### config.mk
export PLATFORM = sky130hd
export DESIGN_NAME = ifd_window
export DESIGN_NICKNAME = d
export VERILOG_FILES = /design/src/ifd_pkg.sv /design/src/ifd_window.sv
export SDC_FILE = /design/constraint.sdc
export NUM_CORES = 1
export LEC_CHECK = 0
export ABC_AREA = 1
export BUFFER_PORTS_ARGS = -buffer_cell sky130_fd_sc_hd__buf_4
export CAP_MARGIN = 20
export CORE_MARGIN = 1
export CORE_UTILIZATION = 60
export CTS_CLUSTER_SIZE = 40
export DETAILED_ROUTE_END_ITERATION = 7
export GPL_TIMING_DRIVEN = 0
export PLACE_DENSITY = 0.77
export SLEW_MARGIN = 20
export SYNTH_ARGS = -nofsm -noshare
export SYNTH_HDL_FRONTEND = slang
export SYNTH_SLANG_ARGS = --single-unit
### constraint.sdc
create_clock -name clock -period 3.8 [get_ports clock]
set_clock_uncertainty 0.15 [all_clocks]
set_input_delay 0.19 -clock clock [delete_from_list [all_inputs] [get_ports clock]]
set_output_delay 0.19 -clock clock [all_outputs]
set_load 0.02 [all_outputs]
### src/ifd_pkg.sv
`default_nettype none
package ifd_pkg;

   localparam int WINDOW_DEPTH_DEFAULT = 20;

   localparam int AXIS_W = 16;
   localparam int ABS_W = 16;
   localparam int PROD_W = 2 * ABS_W;
   localparam int SUM_W = PROD_W + 2;
   localparam int MAG_W = SUM_W / 2;
   localparam int REM_W = MAG_W + 1;
   localparam int TIME_W = 32;
   localparam int LIMIT_W = 17;
   localparam int SPAN_W = 16;
   localparam int OFFS_W = 3 * AXIS_W;
   localparam int CSR_IDX_W = 4;
   localparam int CSR_DATA_W = 48;

   localparam logic [MAG_W-1:0] MAG_MAX = MAG_W'(113510);

   localparam logic [CSR_IDX_W-1:0] CSR_ACCEL_OFFSETS = 4'd0;
   localparam logic [CSR_IDX_W-1:0] CSR_GYRO_OFFSETS = 4'd1;
   localparam logic [CSR_IDX_W-1:0] CSR_INSTABILITY_LIMIT = 4'd2;
   localparam logic [CSR_IDX_W-1:0] CSR_IMPACT_LIMIT = 4'd3;
   localparam logic [CSR_IDX_W-1:0] CSR_STILL_VARIATION_LIMIT = 4'd4;
   localparam logic [CSR_IDX_W-1:0] CSR_STILL_ROTATION_LIMIT = 4'd5;
   localparam logic [CSR_IDX_W-1:0] CSR_FALL_WINDOW_MS = 4'd6;
   localparam logic [CSR_IDX_W-1:0] CSR_STILL_CHECK_MS = 4'd7;

   localparam logic [LIMIT_W-1:0] INSTABILITY_RESET = 17'd9830;
   localparam logic [LIMIT_W-1:0] IMPACT_RESET = 17'd29491;
   localparam logic [LIMIT_W-1:0] STILL_VARIATION_RESET = 17'd9011;
   localparam logic [LIMIT_W-1:0] STILL_ROTATION_RESET = 17'd9170;
   localparam logic [SPAN_W-1:0] FALL_WINDOW_RESET = 16'd3000;
   localparam logic [SPAN_W-1:0] STILL_CHECK_RESET = 16'd2000;

   localparam logic [1:0] PH_NORMAL = 2'd0;
   localparam logic [1:0] PH_PREFALL = 2'd1;
   localparam logic [1:0] PH_IMPACT = 2'd2;
   localparam logic [1:0] PH_POSTFALL = 2'd3;

   localparam logic OP_SAMPLE = 1'b0;
   localparam logic OP_REARM = 1'b1;

   typedef struct packed {
      logic op;
      logic signed [AXIS_W-1:0] accel_x;
      logic signed [AXIS_W-1:0] accel_y;
      logic signed [AXIS_W-1:0] accel_z;
      logic signed [AXIS_W-1:0] rate_x;
      logic signed [AXIS_W-1:0] rate_y;
      logic signed [AXIS_W-1:0] rate_z;
      logic [TIME_W-1:0] time_ms;
   } req_payload_type;

   typedef struct packed {
      logic fall_confirmed;
      logic [1:0] detector_state;
      logic [MAG_W-1:0] accel_magnitude;
      logic [MAG_W-1:0] window_variation;
   } rsp_payload_type;

   typedef struct packed {
      logic [CSR_IDX_W-1:0] index;
      logic [CSR_DATA_W-1:0] data;
   } csr_payload_type;

   typedef struct packed {
      logic start;
      logic clear;
   } win_cmd_type;

   typedef struct packed {
      logic done;
      logic [MAG_W-1:0] variation;
   } win_sts_type;

endpackage
`default_nettype wire

### src/ifd_window.sv
`default_nettype none
module ifd_window
   import ifd_pkg::*;
#(
   parameter int WINDOW_DEPTH = WINDOW_DEPTH_DEFAULT
) (
   input  wire logic clock,
   input  wire logic reset,
   input  wire win_cmd_type cmd,
   input  wire logic [MAG_W-1:0] wdata,
   output win_sts_type sts
);

   localparam int AW = $clog2(WINDOW_DEPTH);
   localparam int CW = $clog2(WINDOW_DEPTH + 1);

   typedef enum logic [1:0] {W_IDLE, W_FILL, W_SCAN, W_DONE} wstate_type;

   logic [MAG_W-1:0] mem [WINDOW_DEPTH];

   wstate_type state_ff, state_in;
   logic [CW-1:0] idx_ff, idx_in;
   logic [AW-1:0] slot_ff, slot_in;
   logic primed_ff, primed_in;
   logic rdv_ff, rdv_in;
   logic rdfirst_ff, rdfirst_in;
   logic [MAG_W-1:0] min_ff, min_in;
   logic [MAG_W-1:0] max_ff, max_in;
   logic [MAG_W-1:0] wdata_ff, wdata_in;
   logic [MAG_W-1:0] rdata_ff;
   logic we;
   logic [AW-1:0] waddr;
   logic [MAG_W-1:0] wval;
   logic rd_en;
   logic [AW-1:0] raddr;

   always_comb begin
      state_in = state_ff;
      idx_in = idx_ff;
      slot_in = slot_ff;
      primed_in = primed_ff;
      rdv_in = 1'b0;
      rdfirst_in = rdfirst_ff;
      min_in = min_ff;
      max_in = max_ff;
      wdata_in = wdata_ff;
      we = 1'b0;
      waddr = slot_ff;
      wval = wdata;
      rd_en = 1'b0;
      raddr = idx_ff[AW-1:0];
      unique case (state_ff)
         W_IDLE: begin
            if (cmd.clear) begin
               slot_in = '0;
               primed_in = 1'b0;
            end else if (cmd.start) begin
               wdata_in = wdata;
               idx_in = '0;
               if (!primed_ff) begin
                  state_in = W_FILL;
               end else begin
                  we = 1'b1;
                  slot_in = (slot_ff == AW'(WINDOW_DEPTH - 1)) ? '0 : slot_ff + 1'b1;
                  state_in = W_SCAN;
               end
            end
         end
         W_FILL: begin
            we = 1'b1;
            waddr = idx_ff[AW-1:0];
            wval = wdata_ff;
            if (idx_ff == CW'(WINDOW_DEPTH - 1)) begin
               idx_in = '0;
               primed_in = 1'b1;
               slot_in = '0;
               state_in = W_SCAN;
            end else begin
               idx_in = idx_ff + 1'b1;
            end
         end
         W_SCAN: begin
            if (idx_ff != CW'(WINDOW_DEPTH)) begin
               rd_en = 1'b1;
               rdv_in = 1'b1;
               rdfirst_in = (idx_ff == '0);
               idx_in = idx_ff + 1'b1;
            end else begin
               state_in = W_DONE;
            end
            if (rdv_ff) begin
               if (rdfirst_ff) begin
                  min_in = rdata_ff;
                  max_in = rdata_ff;
               end else begin
                  if (rdata_ff < min_ff) min_in = rdata_ff;
                  if (rdata_ff > max_ff) max_in = rdata_ff;
               end
            end
         end
         W_DONE: begin
            state_in = W_IDLE;
         end
         default: begin
            state_in = W_IDLE;
         end
      endcase
   end

   always_ff @(posedge clock) begin
      if (reset) begin
         state_ff <= W_IDLE;
         idx_ff <= '0;
         slot_ff <= '0;
         primed_ff <= 1'b0;
         rdv_ff <= 1'b0;
         rdfirst_ff <= 1'b0;
      end else begin
         state_ff <= state_in;
         idx_ff <= idx_in;
         slot_ff <= slot_in;
         primed_ff <= primed_in;
         rdv_ff <= rdv_in;
         rdfirst_ff <= rdfirst_in;
      end
      min_ff <= min_in;
      max_ff <= max_in;
      wdata_ff <= wdata_in;
   end

   always_ff @(posedge clock) begin
      if (we) begin
         mem[waddr] <= wval;
      end
      if (rd_en) begin
         rdata_ff <= mem[raddr];
      end
   end

   assign sts.done = (state_ff == W_DONE);
   assign sts.variation = max_ff - min_ff;

endmodule
`default_nettype wire

## Word-level counts from Yosys, hierarchy flattened

Memories as Yosys holds them, arrays and structs flattened. A register that Yosys moved wholly into a read port is not among the register bits.
Index checks and enable logic that the tools add are counted.

| cells by class | value |
|---|---|
| $lt $le $gt $ge | 2 |
| $add $sub $neg | 3 |
| eq/ne operators | 14 |
| muxes and demuxes | 34 |
| reductions and logical operators | 14 |
| bitwise logic cells | 1 |

Operator list:

| cell | count |
|---|---|
| $mux 17 | 5 |
| $mux 5 | 10 |
| $gt 17x17->1 | 1 |
| $lt 17x17->1 | 1 |
| $sub 17x17->17 | 1 |
| $pmux 5 s3 | 1 |
| $ne 2x2->1 const B | 6 |
| $reduce_and 3->1 | 4 |
| $reduce_and 4->1 | 3 |
| $add 5x1->5 const B | 2 |
| $eq 5x5->1 const B | 2 |
| $mux 2 | 5 |
| $pmux 5 s2 | 1 |
| $mux 1 | 9 |
| $pmux 2 s4 | 1 |
| $ne 3x3->1 const B | 2 |
| $reduce_bool 2->1 | 3 |
| $logic_not 5->1 | 1 |
| $ne 5x5->1 const B | 1 |
| $eq 2x2->1 const B | 2 |
| $pmux 1 s2 | 2 |
| $reduce_bool 3->1 | 1 |
| $eq 2x1->1 const B | 1 |
| $logic_not 2->1 | 1 |
| other kinds (2) | 2 |

| storage, ports and cells | value |
|---|---|
| register bits after elaboration | 66 |
| memories kept | 1 |
| output and inout bits | 18 |
| memory bits (writable) | 340 |
| logic and storage cells | 78 |
| input port bits | 21 |

Memory list:

| name | words | width | rd ports | clocked after memory_dff | wr ports | line | source |
|---|---|---|---|---|---|---|---|
| mem | 20 | 17 | 1 | 1 | 1 | ifd_window.sv:19 | `logic [MAG_W-1:0] mem [WINDOW_DEPTH];` |

## Longest topological paths before layout

| logic depth | value |
|---|---|
| word-level depth | 6 |
| depth in mapped cells | 12 |

## Worst setup path before layout

No wires, ideal clock.

| timing | value |
|---|---|
| path type | register to register |
| start | register state_ff[1] |
| end | memory mem[12][0] in the netlist's numbering (enable) |
| path buffers | 2 |
| period minus slack after synthesis | 2.636 ns |
| cell stages (with the launch flop) | 10 |
| required time | 3.259 ns |
| arrival time | 2.096 ns |
| setup slack | 1.164 ns |
| setup time | 0.391 ns |
| cell sequence | dfxtp_1 -> inv_1 -> ha_1 -> buf_2 -> clkbuf_1 -> nand2_1 -> o21ai_0 -> inv_1 -> nand3_1 -> nor2_1 |

| between the ends | value |
|---|---|
| word-level cells in the longest chain between the ends | 4 |
| elaborated cells between the ends (all ways) | 6 |

RTL lines:

| what | line | source |
|---|---|---|
| start: declaration | ifd_window.sv:21 | `wstate_type state_ff, state_in;` |
| start signal: assignment | ifd_window.sv:119 | `state_ff <= state_in;` |
| $eq 2x1->1 / $logic_not 2->1 (equally long branches) | ifd_window.sv:52 | `unique case (state_ff)` |
| $pmux 1 s2 | ifd_window.sv:52 |  |
| $mux 1 | ifd_window.sv:132 | `if (we) begin` |
| $mux 1 (implied by the code) | ifd_window.sv:133 | `mem[waddr] <= wval;` |
| end: declaration | ifd_window.sv:19 |  |

Several ways; a longest one is shown, not always the timed one.

==> impl_metrics.yaml <==
sta:
  finalHoldViolations: 0
  period_share_pct: 82.36
  tightest_slew_ns: 1.118
  slew_viol_final: 0
  relSlewSlack_pct: 25.28
  fin_crit_ns: 3.130
  setup_viol_count_final: 0
  max_freq_ghz: 0.3195
  finalSetupTns_ns: 0
  rsz0062_at_grt: "no"
logic_synthesis:
  yosysTopAreaCell: "edfxtp_1"
  syn_area_per_cell_um2: 11.70
  ys.flop_type: "edfxtp_1"
  synth_nets: 1633
  async_reset_ff_share_pct: 0
  yosysSeqAreaShare_pct: 68.99
  ys_types: 38
  synthCells: 1555
  ys_warn_count: 0
  syn_area_mm2: 0.01819
  yosys.area.top_type_share_pct: 67.34
  ys_top_cells_by_area: "edfxtp_1 (67%), nor2_1 (5.0%), nand2_1 (4.9%)"
  synth-seq-cells: 423
  synth_edf_count: 408
die:
  start_util_pct: 61.22
  die-area_mm2: 0.03102
  num_rows: 63
  pin_count: 39
  die_height_um: 176.1
  fp.coreArea_mm2: 0.02972
  die_x_um: 176.1
clock_network:
  cts_resized: 0
  cts_tree: "yes"
  hold_buffers: 20
  clk_path_buf_depth: 3
  clk_pin_slew_worst_paths_ns: 0.06
  post_cts_buffers: 0
  clock_latency_ns: 0.55
  cts.sinks: 423
  cts_root_buf: "clkbuf_16"
  cts_buffers: 42
  h-tree-depth: 2
layout:
  regArea_mm2: 0.01255
  drive_gt1_share_pct: 11.16
  postLayoutCoreUtil_pct: 70.43
  nNetsFinal: 1758
  finalInstanceArea_mm2: 0.02093
  area_growth_pct: 15.05
  final_cell_mix: "edfxtp_1 (408), nand2_1 (238), nor2_1 (222)"
  multiInputGateArea_mm2: 0.005085
  diodes: 0
  num-fill-cells: 1987
  layout_commonest_cell: "edfxtp_1"
placement:
  dpl_cell_area_mm2: 0.01931
  place.port_buffers: 38
  dp_hpwl_um: 31740
  place_congestion: 0.9545
critical_path:
  arrival_ns: 2.79
  worstPathRequired_ns: 3.46
  critPathSlowestCell: "o21ai_0"
  critPathLaunchType: "register"
  crit_fanout: 3
  crit_top_cell: "nand2_1"
  worstPathCellList: "ha_1, fa_1, o21ai_0, nand2_1, nand2_1, a21oi_1, xnor2_1, buf_4"
  worstSetupPathType: "reg2out"
  slowest_delay_ns: 0.45
  crit_path_end_kind: "primary output"
power_and_ir_drop:
  pwr-share-clk_pct: 30.2
  leakagePower_nw: 7.671
  irDropWorstVdd_uv: 672.4
  power_switching_share_pct: 33.25
  combinationalPowerShare_pct: 26.5
  power_density_mw_per_mm2: 670.4
  seq_power_share_pct: 43.3
  switchingPower_w: 0.004666
  p_int_w: 0.009367
global_routing:
  grt_max_degree: 21
  first_global_vias: 12518
  track_usage_pct: 30.94
  grt_pass1_wl_um: 70770
  overflow: 0
  grt_antenna_before_repair: 0
job:
  cap_violations: 0
routing:
  wirelength_um: 46980
  drt_pass1_iterations: 5
  drc_errors: 0
  drt-initial-drc-count: 1499
  vias: 12800
  ant_nets: 0
  viasPerCell: 6.089
  routedWlPerCell_um: 22.35
outcome:
  run_status: "completed"
hold_path:
  hold_class: "in2reg"
[cell families (layout without fill, tap and decap cells)]
family                     count (synthesis)  in the layout  share of synthesized area, %
adders and majority gates                 57             57                         3.961
xor gates and xnor gates                  16             16                        0.7702
DFF                                      423            423                         68.99
AOI/OAI and AO/OA                        316            316                         9.635
buffers and inverters                    152            309                         3.390
and+or+nand+nor                          591            591                         13.25
[synth_stat cells, types with 5 or more instances]
master	instances
dfxtp_1	15
o22ai_1	34
a21oi_1	71
inv_1	76
o211ai_1	35
o21ai_1	5
nand4_1	7
o21ai_0	158
xnor2_1	5
xor2_1	11
buf_2	28
clkbuf_1	37
nand2_1	238
nand3_1	91
nor2_1	243
edfxtp_1	408
ha_1	56
[worst max-delay path, delay by kind of cell, from the launching register on]
kind	cells	cell delay [ns]
adders and majority gates	2	0.65
xor gates and xnor gates	1	0.18
buffers and inverters	1	0.17
AOI/OAI and AO/OA	2	0.55
DFF	1	0.42
and+or+nand+nor	2	0.28
[state kept, by name, summed over array words and instances (netlist names)]
signal	count
mem	340
primed_ff	1
idx_ff	5
rdv_ff	1
max_ff	17
wdata_ff	17
rdfirst_ff	1
min_ff	17
slot_ff	5
state_ff	2
rdata_ff	17
[routing by layer]
metal	share of wire (%)	wire length [um]	vias to the layer above	track usage [%]
met3	11	5019	166	5.771
met2	48	22350	792	51.28
li1	-	-	5787	-
met1	36	17010	6055	38.81
met4	5.5	2599	0	16.45
met5	0	0	-	0
[per-stage QoR]
step                      hold WS, ns  setup WS (ns)  cells  total power, W
after floorplan                0.1091          1.164   1555        0.008180
after global placement         0.2284         0.3028   1983        0.009548
after detailed placement       0.2293         0.7885   2005        0.009710
after CTS                     0.04667         0.6252   2101         0.01392
after global routing           0.1121         0.5340   2102         0.01448
final                         0.07179         0.6703   2102         0.01403
[cell type report]
cell class / count / area share [%]
clock inverters: 26 / 1.459
plain buffers: 71 / 1.494
inverters: 81 / 1.453
multi-input cells: 980 / 24.29
clock buffers: 50 / 5.266
repair buffers: 81 / 3.736
flip-flops and latches: 423 / 59.97
well taps: 390 / 2.331
[path summary, 6_finish.rpt]
path	start	cells past startpoint	slack, ns	endpoint
worst max-delay path	min_ff[0]	8	0.67	sts[12]
worst min-delay path	cmd[1]	3	0.07	wdata_ff[3]
worst min register to register	rdata_ff[0]	0	0.34	min_ff[0]
worst max register to register	state_ff[1]	7	0.73	mem[19][10]
[power groups by stage]
stage | clock network, W | logic [W] | registers, W
2_1_floorplan | 0 | 0.00207 | 0.00611
3_3_place_gp | 0 | 0.00339 | 0.00616
3_5_place_dp | 0 | 0.00354 | 0.00617
4_1_cts | 0.00425 | 0.00359 | 0.00607
5_1_grt | 0.00442 | 0.00396 | 0.00610
6_report | 0.00424 | 0.00371 | 0.00608
Note: power is estimated with default switching activity, not from simulation.
