### src/ifd_pkg.sv
`default_nettype none
package ifd_pkg;

   localparam int WINDOW_DEPTH_DEFAULT = 20;

   localparam int AXIS_W = 16;
   localparam int ABS_W = 16;
   localparam int PROD_W = 2 * ABS_W;
   localparam int SUM_W = PROD_W + 2;
   localparam int MAG_W = SUM_W / 2;
   localparam int REM_W = MAG_W + 1;
   localparam int TIME_W = 32;
   localparam int LIMIT_W = 17;
   localparam int SPAN_W = 16;
   localparam int OFFS_W = 3 * AXIS_W;
   localparam int CSR_IDX_W = 4;
   localparam int CSR_DATA_W = 48;

   localparam logic [MAG_W-1:0] MAG_MAX = MAG_W'(113510);

   localparam logic [CSR_IDX_W-1:0] CSR_ACCEL_OFFSETS = 4'd0;
   localparam logic [CSR_IDX_W-1:0] CSR_GYRO_OFFSETS = 4'd1;
   localparam logic [CSR_IDX_W-1:0] CSR_INSTABILITY_LIMIT = 4'd2;
   localparam logic [CSR_IDX_W-1:0] CSR_IMPACT_LIMIT = 4'd3;
   localparam logic [CSR_IDX_W-1:0] CSR_STILL_VARIATION_LIMIT = 4'd4;
   localparam logic [CSR_IDX_W-1:0] CSR_STILL_ROTATION_LIMIT = 4'd5;
   localparam logic [CSR_IDX_W-1:0] CSR_FALL_WINDOW_MS = 4'd6;
   localparam logic [CSR_IDX_W-1:0] CSR_STILL_CHECK_MS = 4'd7;

   localparam logic [LIMIT_W-1:0] INSTABILITY_RESET = 17'd9830;
   localparam logic [LIMIT_W-1:0] IMPACT_RESET = 17'd29491;
   localparam logic [LIMIT_W-1:0] STILL_VARIATION_RESET = 17'd9011;
   localparam logic [LIMIT_W-1:0] STILL_ROTATION_RESET = 17'd9170;
   localparam logic [SPAN_W-1:0] FALL_WINDOW_RESET = 16'd3000;
   localparam logic [SPAN_W-1:0] STILL_CHECK_RESET = 16'd2000;

   localparam logic [1:0] PH_NORMAL = 2'd0;
   localparam logic [1:0] PH_PREFALL = 2'd1;
   localparam logic [1:0] PH_IMPACT = 2'd2;
   localparam logic [1:0] PH_POSTFALL = 2'd3;

   localparam logic OP_SAMPLE = 1'b0;
   localparam logic OP_REARM = 1'b1;

   typedef struct packed {
      logic op;
      logic signed [AXIS_W-1:0] accel_x;
      logic signed [AXIS_W-1:0] accel_y;
      logic signed [AXIS_W-1:0] accel_z;
      logic signed [AXIS_W-1:0] rate_x;
      logic signed [AXIS_W-1:0] rate_y;
      logic signed [AXIS_W-1:0] rate_z;
      logic [TIME_W-1:0] time_ms;
   } req_payload_type;

   typedef struct packed {
      logic fall_confirmed;
      logic [1:0] detector_state;
      logic [MAG_W-1:0] accel_magnitude;
      logic [MAG_W-1:0] window_variation;
   } rsp_payload_type;

   typedef struct packed {
      logic [CSR_IDX_W-1:0] index;
      logic [CSR_DATA_W-1:0] data;
   } csr_payload_type;

   typedef struct packed {
      logic start;
      logic clear;
   } win_cmd_type;

   typedef struct packed {
      logic done;
      logic [MAG_W-1:0] variation;
   } win_sts_type;

endpackage
`default_nettype wire

### src/ifd_sqrt.sv
`default_nettype none
module ifd_sqrt
   import ifd_pkg::*;
(
   input  wire logic clock,
   input  wire logic reset,
   input  wire logic start,
   input  wire logic [SUM_W-1:0] operand,
   output logic done,
   output logic [MAG_W-1:0] root
);

   localparam int CNT_W = $clog2(MAG_W);

   logic running_ff, running_in;
   logic done_ff, done_in;
   logic [CNT_W-1:0] cnt_ff, cnt_in;
   logic [SUM_W-1:0] opnd_ff, opnd_in;
   logic [REM_W-1:0] rem_ff, rem_in;
   logic [MAG_W-1:0] root_ff, root_in;
   logic [REM_W+1:0] rem_sh;
   logic [REM_W+1:0] trial;

   always_comb begin
      running_in = running_ff;
      done_in = 1'b0;
      cnt_in = cnt_ff;
      opnd_in = opnd_ff;
      rem_in = rem_ff;
      root_in = root_ff;
      rem_sh = {rem_ff, opnd_ff[SUM_W-1 -: 2]};
      trial = {1'b0, root_ff, 2'b01};
      if (start) begin
         running_in = 1'b1;
         cnt_in = CNT_W'(MAG_W - 1);
         opnd_in = operand;
         rem_in = '0;
         root_in = '0;
      end else if (running_ff) begin
         opnd_in = {opnd_ff[SUM_W-3:0], 2'b00};
         if (rem_sh >= trial) begin
            rem_in = REM_W'(rem_sh - trial);
            root_in = {root_ff[MAG_W-2:0], 1'b1};
         end else begin
            rem_in = rem_sh[REM_W-1:0];
            root_in = {root_ff[MAG_W-2:0], 1'b0};
         end
         if (cnt_ff == '0) begin
            running_in = 1'b0;
            done_in = 1'b1;
         end else begin
            cnt_in = cnt_ff - 1'b1;
         end
      end
   end

   always_ff @(posedge clock) begin
      if (reset) begin
         running_ff <= 1'b0;
         done_ff <= 1'b0;
         cnt_ff <= '0;
      end else begin
         running_ff <= running_in;
         done_ff <= done_in;
         cnt_ff <= cnt_in;
      end
      opnd_ff <= opnd_in;
      rem_ff <= rem_in;
      root_ff <= root_in;
   end

   assign done = done_ff;
   assign root = root_ff;

endmodule
`default_nettype wire

### config.mk
export PLATFORM = sky130hd
export DESIGN_NAME = ifd_sqrt
export DESIGN_NICKNAME = d
export VERILOG_FILES = /design/src/ifd_pkg.sv /design/src/ifd_sqrt.sv
export SDC_FILE = /design/constraint.sdc
export NUM_CORES = 1
export LEC_CHECK = 0
export ABC_AREA = 0
export ABC_CLOCK_PERIOD_IN_PS = 2300
export BUFFER_PORTS_ARGS = -buffer_cell sky130_fd_sc_hd__buf_4
export CORE_ASPECT_RATIO = 1.1
export CORE_MARGIN = 4
export CORE_UTILIZATION = 50
export DETAILED_ROUTE_END_ITERATION = 12
export PLACE_DENSITY = 0.73
export SETUP_SLACK_MARGIN = 0.2
export SLEW_MARGIN = 5
export SYNTH_ARGS = -nofsm -noshare
export SYNTH_HDL_FRONTEND = slang
export SYNTH_SLANG_ARGS = --single-unit
export TNS_END_PERCENT = 100
### constraint.sdc
create_clock -name clock -period 2.3 [get_ports clock]
set_clock_uncertainty 0.2 [all_clocks]
set_input_delay 0.23 -clock clock [delete_from_list [all_inputs] [get_ports clock]]
set_output_delay 0.23 -clock clock [all_outputs]
set_load 0.05 [all_outputs]
* Word level (Yosys, flattened, before mapping)
Index checks and enable logic that the tools add are counted.
** Word-level totals
- Flip-flop bits (word level) :: 76
- Input port bits :: 37
- Output and inout port bits :: 18
- Logic and storage cells :: 30
** Operators by class
- $lt $le $gt $ge :: 1
- Bitwise gates (word level) :: 2
- Reductions and logical operators :: 6
- Equal/unequal tests :: 1
- Multiplexer cells :: 11
- Add/subtract/negate cells :: 2
** Operator list (count)
- 34-bit two-way mux :: 2
- 20-bit by 19-bit greater-or-equal comparator with 1-bit output :: 1
- 18-bit two-way mux :: 1
- 18-bit subtractor :: 1
- 5-bit two-way mux :: 3
- 5-bit zero test :: 1
- 1-bit two-way mux :: 5
- 5-bit by 1-bit subtractor with 5-bit output, second input constant :: 1
- 2-bit AND reduction :: 2
- 3-bit OR reduction :: 1
- 2-bit != test, second input constant :: 1
- 1-bit NOT :: 2
- 2-bit nonzero test :: 1
- 2-bit OR reduction :: 1

* Longest topological paths before layout
Gate-level depths: netlist of run 1.
- Depth after elaboration :: 4
- Mapped depth :: 9
- Depth with buffers taken out :: 8

* Worst setup path after synthesis of run 1
OpenSTA, ideal clock, no wires.
- Kind :: flip-flop to flip-flop
- From :: register root_ff[7] (netlist: root[7])
- To :: register rem_ff[7]
- Required time :: 1.983 ns
- Data arrival time :: 2.395 ns
- Setup slack :: -0.412 ns
- Period minus slack after synthesis :: 2.712 ns
- Stages on the path, launching flop included :: 9
- Buffers on the path :: 0
- Library setup time :: 0.117 ns
- Cell sequence :: dfxtp_1 > inv_1 > ha_1 > a21oi_2 > o21bai_2 > o31ai_4 > a21oi_4 > or3_1 > a32o_1
** Between the ends
- Word-level cells in the longest chain between the ends :: 2
** Ends and longest elaborated chain
- start: declaration :: line ifd_sqrt.sv:20 : logic [MAG_W-1:0] root_ff, root_in;
- start signal: assignment :: line ifd_sqrt.sv:69 : root_ff <= root_in;
- 20-bit by 19-bit greater-or-equal comparator with 1-bit output :: line ifd_sqrt.sv:41 : if (rem_sh >= trial) begin
- 18-bit two-way mux :: line ifd_sqrt.sv:41
- end signal: assignment :: line ifd_sqrt.sv:68 : rem_ff <= rem_in;
- end: declaration :: line ifd_sqrt.sv:19 : logic [REM_W-1:0] rem_ff, rem_in;
No other way between the ends.
A chain may end at the register's enable or synchronous reset.

* Worst setup path after layout of run 1
- From :: register root_ff[6] (netlist: root[6])
- To :: register rem_ff[6]
The elaborated chain is that of the path after synthesis.

==> impl_metrics.xml, run 1 <==
<?xml version="1.0" encoding="UTF-8"?>
<metrics>
  <group name="logic_synthesis">
    <metric name="synth_commonest_cells" unit="">sky130_fd_sc_hd__nor2_1 (45), sky130_fd_sc_hd__dfxtp_1 (42), sky130_fd_sc_hd__edfxtp_1 (34)</metric>
    <metric name="netlist.top_cell.by_area" unit="">sky130_fd_sc_hd__edfxtp_1</metric>
    <metric name="synth.most_common_cell" unit="">sky130_fd_sc_hd__nor2_1</metric>
    <metric name="synth_enable_flop_cells" unit="">34</metric>
    <metric name="mappedNetlistNets" unit="">491</metric>
    <metric name="ys_dominant_reg_cell" unit="">sky130_fd_sc_hd__dfxtp_1</metric>
    <metric name="gate_count_post_synth" unit="">433</metric>
    <metric name="ys.warnings.count" unit="">0</metric>
    <metric name="synthTopCellsByArea" unit="">sky130_fd_sc_hd__edfxtp_1 (23%), sky130_fd_sc_hd__dfxtp_1 (19%), sky130_fd_sc_hd__mux2_2 (8.5%)</metric>
    <metric name="post_synthesis_sequential_area_ratio" unit="%">42.4</metric>
    <metric name="synth_async_sr_flop_share" unit="%">0</metric>
    <metric name="synth.top_cell.area_share" unit="%">23.3</metric>
    <metric name="ys_seq_elements" unit="">76</metric>
    <metric name="synthDistinctLibCells" unit="">65</metric>
    <metric name="post_synth.cell_area_avg" unit="um2">10.1</metric>
    <metric name="syn-cell-area" unit="um2">4390</metric>
  </group>
  <group name="global_route">
    <metric name="track_usage" unit="%">25.8</metric>
    <metric name="grt_pass1_wl" unit="mm">21.5</metric>
    <metric name="antenna_found_initial" unit="">0</metric>
    <metric name="via_count_of_the_first_global_routing_pass" unit="">4376</metric>
    <metric name="grt_remaining_overflow" unit="">0</metric>
    <metric name="largest_net_degree_at_the_start_of_global_routing" unit="">35</metric>
  </group>
  <group name="cts">
    <metric name="cts.sink_count" unit="">76</metric>
    <metric name="clk_path_buf_depth" unit="">2</metric>
    <metric name="cts.reportedPaths.clkPinSlew" unit="ps">100</metric>
    <metric name="tritoncts" unit="">built</metric>
    <metric name="cts_max_level" unit="">3</metric>
    <metric name="cts_inserted_buffers" unit="">9</metric>
    <metric name="cts_root_buf" unit="">sky130_fd_sc_hd__clkbuf_8</metric>
    <metric name="worst_skew_pair_later_pin_latency" unit="ps">370</metric>
  </group>
  <group name="pwr">
    <metric name="vdd_ir_drop_max" unit="mV">0.831</metric>
    <metric name="switching_share" unit="%">43.1</metric>
    <metric name="intPower" unit="mW">5.54</metric>
    <metric name="share_seq_of_total_power" unit="%">17.7</metric>
    <metric name="power.density" unit="nW/um2">1450</metric>
    <metric name="power.clock.fraction" unit="%">12.6</metric>
    <metric name="pwr-share-comb" unit="%">69.8</metric>
    <metric name="total_power" unit="mW">9.74</metric>
    <metric name="power.leakage" unit="nW">2.77</metric>
    <metric name="net-switching-power" unit="mW">4.20</metric>
  </group>
  <group name="placed_design">
    <metric name="finalWeightedCongestion" unit="">0.895</metric>
    <metric name="placed_area" unit="um2">5740</metric>
    <metric name="io_buffers" unit="">54</metric>
    <metric name="pre_cts_slack" unit="ps">-92.7</metric>
    <metric name="dp.final_hpwl" unit="mm">8.13</metric>
    <metric name="place.detailed.instances" unit="">656</metric>
  </group>
  <group name="layout">
    <metric name="antenna-diode-count" unit="">0</metric>
    <metric name="multiInputGateArea" unit="um2">2790</metric>
    <metric name="fillers" unit="">478</metric>
    <metric name="finish.instance_area" unit="um2">6730</metric>
    <metric name="layout.core_utilization" unit="%">79.6</metric>
    <metric name="layout-area-overhead-vs-synth" unit="%">53.4</metric>
    <metric name="drive_gt1_share" unit="%">49.2</metric>
    <metric name="layout.area.seq" unit="um2">1930</metric>
    <metric name="instances_no_fill" unit="">727</metric>
    <metric name="finish.net_count" unit="">669</metric>
  </group>
  <group name="floorplan">
    <metric name="core_area" unit="um2">8450</metric>
    <metric name="dieHeight" unit="um">106</metric>
    <metric name="floorplan.die.width" unit="um">97.3</metric>
    <metric name="floorplan.io_pins" unit="">55</metric>
    <metric name="die-area" unit="um2">10300</metric>
    <metric name="start_util" unit="%">51.9</metric>
    <metric name="num_rows" unit="">35</metric>
  </group>
  <group name="timing">
    <metric name="finalHoldViolations" unit="">0</metric>
    <metric name="max_clock_freq" unit="GHz">0.405</metric>
    <metric name="final.min_clock_period" unit="ps">2470</metric>
    <metric name="worst_hold_slack" unit="ps">16.3</metric>
    <metric name="transition_time_at_the_pin_with_the_least_slew_margin" unit="ps">471</metric>
    <metric name="slew-limit-headroom" unit="%">68.5</metric>
    <metric name="drv_slew" unit="">0</metric>
    <metric name="timing.final.setup_violations" unit="">19</metric>
    <metric name="fin_ws" unit="ps">-171</metric>
    <metric name="unrepaired_setup_endpoints_after_global_routing" unit="">yes</metric>
    <metric name="fin_setup_tns" unit="ps">-2090</metric>
    <metric name="portion_of_the_clock_cycle_consumed_by_the_worst_path_in_the_final_layout" unit="%">107</metric>
  </group>
  <group name="detailed_routing">
    <metric name="wl" unit="mm">13.4</metric>
    <metric name="drt_first_pass_iters" unit="">5</metric>
    <metric name="drtIter0Drc" unit="">301</metric>
    <metric name="number_of_nets_with_antenna_violations_after_routing" unit="">0</metric>
    <metric name="route.detailed.vias_per_inst" unit="">5.72</metric>
    <metric name="routed_wire_length_per_instance" unit="um">18.4</metric>
    <metric name="drt_drc_violations_left" unit="">0</metric>
    <metric name="number_of_vias_after_detailed_routing" unit="">4161</metric>
  </group>
  <group name="setup_path">
    <metric name="critical_path_class" unit="">reg2reg</metric>
    <metric name="r2r.worst_path.cells" unit="">10</metric>
    <metric name="worst-endpoint-required" unit="ps">2340</metric>
    <metric name="critPathCaptureType" unit="">register</metric>
    <metric name="critical_path.startpoint_type" unit="">register</metric>
    <metric name="path_max_fanout" unit="">4</metric>
    <metric name="cp_data_arrival_time" unit="ps">2510</metric>
  </group>
  <group name="worst_hold_path">
    <metric name="hold_class" unit="">in2reg</metric>
    <metric name="whs_path_depth" unit="">2</metric>
  </group>
  <group name="status">
    <metric name="outcome" unit="">finished, violations left</metric>
    <metric name="violations_in_the_final_reports" unit="">setup timing</metric>
  </group>
  <group name="job">
    <metric name="timing.max_cap.violations" unit="">0</metric>
  </group>
</metrics>
[layout by cell type, fill, tap and decap left out, drive strengths merged, types with 21 or more instances in the layout]
| cell type | Yosys | routed |
|---|---|---|
| inv | 28 | 32 |
| edfxtp | 34 | 34 |
| buf | 10 | 150 |
| nor2 | 45 | 45 |
| nand2 | 22 | 22 |
| ha | 21 | 21 |
| dlygate4sd3 | 0 | 34 |
| mux2 | 33 | 33 |
| dfxtp | 42 | 42 |
| o21ai | 24 | 24 |
[power groups by stage]
| stage | logic [mW] | registers [mW] | clock network [mW] |
|---|---|---|---|
| 6_report | 6.80 | 1.72 | 1.22 |
| 3_5_place_dp | 4.75 | 1.74 | 0 |
| 4_1_cts | 5.76 | 1.72 | 1.23 |
| 2_1_floorplan | 3.12 | 1.75 | 0 |
| 5_1_grt | 7.15 | 1.74 | 1.30 |
| 3_3_place_gp | 4.68 | 1.73 | 0 |
[cells by family (layout without fill, tap and decap cells)]
kind of cell | after synthesis | in the layout | synth area share [%]
buffers and inverters | 47 | 229 | 4.36
AO/OA/AOI/OAI | 104 | 105 | 18.9
flip-flops | 76 | 76 | 42.4
adder cells (fa/ha/maj) | 21 | 21 | 5.99
XOR/XNOR | 11 | 11 | 2.20
AND/OR/NAND/NOR | 123 | 123 | 13.5
multiplexers | 51 | 51 | 12.6
[worst paths after layout]
kind                                  start           to  slack, ps
worst max-delay path                root[6]    rem_ff[6]       -170
worst min-delay path            operand[32]  opnd_ff[32]         20
worst max register to register      root[6]    rem_ff[6]       -170
worst min register to register   rem_ff[16]   rem_ff[16]        300
[critical path: stages (launching register included)]
cell and delay, ps:
sky130_fd_sc_hd__dfxtp_4 360, sky130_fd_sc_hd__inv_2 40, sky130_fd_sc_hd__ha_4 280, sky130_fd_sc_hd__nand4_1 190
sky130_fd_sc_hd__nor3_4 280, sky130_fd_sc_hd__a211oi_4 120, sky130_fd_sc_hd__buf_4 150, sky130_fd_sc_hd__a21o_4 230
sky130_fd_sc_hd__buf_12 140, sky130_fd_sc_hd__a221oi_4 290, sky130_fd_sc_hd__a2111oi_2 60
[sequential cells by signal, summed over array words and instances, names as in the netlist]
register,flops
opnd_ff,34
rem_ff,18
root,17
cnt_ff,5
done,1
running_ff,1
[what timing repair did]
action	4_1_cts	5_1_grt
endpoints found under the setup margin	19	19
cloned	1	0
gates resized for setup	31	24
endpoints found under the hold margin	40	0
buffers inserted	12	8
hold buffers	34	0
pin swaps	24	23
[routing by layer]
metal	global-route usage (%)	routed length [um]	vias up
li1	-	-	1971
met4	9.20	482	0
met5	0	0	-
met3	5.64	676	48
met2	47.9	7100	144
met1	29.1	5100	1998
[cell type report]
type / instances / share of cell area, %
Multi-Input combinational cell: 311 / 41.5
Clock inverter: 7 / 1.56
Tap cell: 111 / 2.06
Timing Repair Buffer: 184 / 22.7
Sequential cell: 76 / 28.7
Clock buffer: 9 / 1.84
Inverter: 29 / 1.62
Note: power is estimated with default switching activity, not from simulation.
==> run 2: changes to the inputs <==
Settings changed: CORE_MARGIN 4 to 1, HOLD_SLACK_MARGIN from default to 0.02.
==> impl_metrics.xml, run 2 (synthesis results as in run 1) <==
<?xml version="1.0" encoding="UTF-8"?>
<metrics>
  <group name="detailed_routing">
    <metric name="routed_wire_length_per_instance" unit="um">18.0</metric>
    <metric name="route.detailed.vias_per_inst" unit="">5.82</metric>
    <metric name="drtIter0Drc" unit="">336</metric>
    <metric name="drt_drc_violations_left" unit="">0</metric>
    <metric name="wl" unit="mm">12.9</metric>
    <metric name="drt_first_pass_iters" unit="">5</metric>
    <metric name="number_of_nets_with_antenna_violations_after_routing" unit="">0</metric>
    <metric name="number_of_vias_after_detailed_routing" unit="">4170</metric>
  </group>
  <group name="job">
    <metric name="timing.max_cap.violations" unit="">0</metric>
  </group>
  <group name="layout">
    <metric name="registers.top_by_ff_count" unit="">opnd_ff</metric>
    <metric name="antenna-diode-count" unit="">0</metric>
    <metric name="layout.cells.most_common_list" unit="">sky130_fd_sc_hd__buf_4 (129), sky130_fd_sc_hd__nor2_1 (43), sky130_fd_sc_hd__dlygate4sd3_1 (35)</metric>
    <metric name="layout-area-overhead-vs-synth" unit="%">52.4</metric>
    <metric name="largest_register_ff_count" unit="">34</metric>
    <metric name="drive_gt1_share" unit="%">48.0</metric>
    <metric name="instances_no_fill" unit="">717</metric>
    <metric name="layout_commonest_cell" unit="">sky130_fd_sc_hd__buf_4</metric>
    <metric name="finish.net_count" unit="">659</metric>
  </group>
  <group name="cts">
    <metric name="cts.reportedPaths.clkPinSlew" unit="ps">90</metric>
    <metric name="worst_skew_pair_later_pin_latency" unit="ps">370</metric>
    <metric name="cts_inserted_buffers" unit="">9</metric>
    <metric name="cts.sink_count" unit="">76</metric>
    <metric name="cts_root_buf" unit="">sky130_fd_sc_hd__clkbuf_8</metric>
    <metric name="clk_path_buf_depth" unit="">2</metric>
    <metric name="cts_max_level" unit="">3</metric>
    <metric name="tritoncts" unit="">built</metric>
  </group>
  <group name="global_route">
    <metric name="via_count_of_the_first_global_routing_pass" unit="">4018</metric>
    <metric name="track_usage" unit="%">28.5</metric>
    <metric name="grt_remaining_overflow" unit="">0</metric>
    <metric name="grt_pass1_wl" unit="mm">19.9</metric>
    <metric name="antenna_found_initial" unit="">0</metric>
    <metric name="largest_net_degree_at_the_start_of_global_routing" unit="">35</metric>
  </group>
  <group name="timing">
    <metric name="portion_of_the_clock_cycle_consumed_by_the_worst_path_in_the_final_layout" unit="%">103</metric>
    <metric name="finalHoldViolations" unit="">0</metric>
    <metric name="max_clock_freq" unit="GHz">0.423</metric>
    <metric name="drv_slew" unit="">0</metric>
    <metric name="fin_ws" unit="ps">-65.7</metric>
    <metric name="timing.final.setup_violations" unit="">17</metric>
    <metric name="fin_setup_tns" unit="ps">-512</metric>
    <metric name="final.min_clock_period" unit="ps">2370</metric>
    <metric name="slew-limit-headroom" unit="%">71.8</metric>
    <metric name="unrepaired_setup_endpoints_after_global_routing" unit="">yes</metric>
    <metric name="transition_time_at_the_pin_with_the_least_slew_margin" unit="ps">422</metric>
  </group>
  <group name="pwr">
    <metric name="power.leakage" unit="nW">2.72</metric>
    <metric name="share_seq_of_total_power" unit="%">18.5</metric>
    <metric name="vdd_ir_drop_max" unit="mV">0.890</metric>
    <metric name="net-switching-power" unit="mW">4.01</metric>
    <metric name="power.clock.fraction" unit="%">12.8</metric>
    <metric name="total_power" unit="mW">9.40</metric>
    <metric name="pwr-share-comb" unit="%">68.7</metric>
    <metric name="switching_share" unit="%">42.7</metric>
    <metric name="intPower" unit="mW">5.38</metric>
    <metric name="power.density" unit="nW/um2">1410</metric>
  </group>
  <group name="setup_path">
    <metric name="path_max_fanout" unit="">7</metric>
    <metric name="r2r.worst_path.cells" unit="">9</metric>
    <metric name="worst_setup_path_startpoint" unit="">opnd_ff[32]</metric>
    <metric name="worst-endpoint-required" unit="ps">2350</metric>
    <metric name="critical_path_class" unit="">reg2reg</metric>
    <metric name="critical_path.startpoint_type" unit="">register</metric>
    <metric name="r2r-start" unit="">opnd_ff[32]</metric>
    <metric name="cp_data_arrival_time" unit="ps">2420</metric>
    <metric name="critPathCaptureType" unit="">register</metric>
    <metric name="critical_path.endpoint" unit="">rem_ff[1]</metric>
    <metric name="reg2reg_to" unit="">rem_ff[1]</metric>
    <metric name="timing.reg2reg.setup_slack" unit="ps">-70</metric>
  </group>
  <group name="placed_design">
    <metric name="dp.final_hpwl" unit="mm">7.89</metric>
    <metric name="place.detailed.instances" unit="">649</metric>
    <metric name="finalWeightedCongestion" unit="">0.877</metric>
    <metric name="io_buffers" unit="">54</metric>
  </group>
  <group name="floorplan">
    <metric name="floorplan.io_pins" unit="">55</metric>
    <metric name="num_rows" unit="">35</metric>
    <metric name="start_util" unit="%">51.9</metric>
    <metric name="dieHeight" unit="um">100</metric>
    <metric name="core_area" unit="um2">8450</metric>
    <metric name="floorplan.die.width" unit="um">91.3</metric>
    <metric name="die-area" unit="um2">9150</metric>
  </group>
  <group name="status">
    <metric name="outcome" unit="">finished, violations left</metric>
    <metric name="violations_in_the_final_reports" unit="">setup timing</metric>
  </group>
  <group name="worst_hold_path">
    <metric name="hold_class" unit="">in2reg</metric>
  </group>
</metrics>
run 2: cell types whose count changed in the layout (fill, tap and decap cells not counted), sizes merged:
cell,previous run,this run
buf,150,139
dlygate4sd3,34,35
inv,32,30
clkinvlp,0,1
clkinv,2,3
run 2: layout make-up:
class	count	area, um2
Inverter	29	109
Fill cell	489	1770
Tap cell	111	139
Clock buffer	9	124
Timing Repair Buffer	174	1450
Multi-Input combinational cell	311	2830
Clock inverter	7	98.8
Sequential cell	76	1930
run 2: per-layer routing:
layer  global-route usage [%]  up-vias  share of wire (%)
met5                        0        -                  0
met3                     4.62       37                5.2
met2                     52.7      170                 53
met4                     12.6        0                3.5
met1                     32.4     2007                 38
li1                         -     1956                  -
run 2: worst min-delay path by stage:
stage	end	slack [ps]	startpoint	cells after the start
after global routing	root[9]	80	start	2
after global placement	running_ff	240	reset	2
after detailed placement	running_ff	250	reset	2
final	root[10]	80	start	2
after floorplan	cnt_ff[4]	100	reset	1
after CTS	root[10]	50	start	2
run 2: power by group through the flow:
stage                     clock (mW)  combinational (mW)  sequential, mW
after floorplan                    0                3.12            1.75
after global placement             0                4.63            1.75
after detailed placement           0                4.73            1.75
after CTS                       1.18                5.82            1.73
after global routing            1.25                6.88            1.75
final                           1.20                6.46            1.74
run 2: repair_timing:
action | 4_1_cts | 5_1_grt
endpoints found under the setup margin | 19 | 19
endpoints found under the hold margin | 41 | 0
buffers inserted | 11 | 5
hold buffers | 35 | 0
cloned | 1 | 0
gates resized for setup | 37 | 22
pin swaps | 11 | 17
run 2: stage by stage:
step / utilization [%] / area, um2 / setup slack [ps] / hold slack [ps]
floorplan: - / 4680 / -63.4 / 99.1
global placement: 67.2 / 5680 / -60.7 / 245
detailed placement: 67.2 / 5680 / -157 / 255
CTS: 77.3 / 6530 / -40.9 / 53.5
global route: 79.1 / 6690 / -179 / 82.8
finish: 79.1 / 6690 / -65.7 / 75.2
run 2: critical path, stage by stage (launching register included):
cell	delay [ps]
sky130_fd_sc_hd__edfxtp_1	460
sky130_fd_sc_hd__buf_6	160
sky130_fd_sc_hd__ha_4	160
sky130_fd_sc_hd__nor2b_4	130
sky130_fd_sc_hd__o21ai_4	70
sky130_fd_sc_hd__a211oi_4	380
sky130_fd_sc_hd__a21o_4	250
sky130_fd_sc_hd__buf_4	130
sky130_fd_sc_hd__a2111oi_2	50
sky130_fd_sc_hd__a311o_1	270
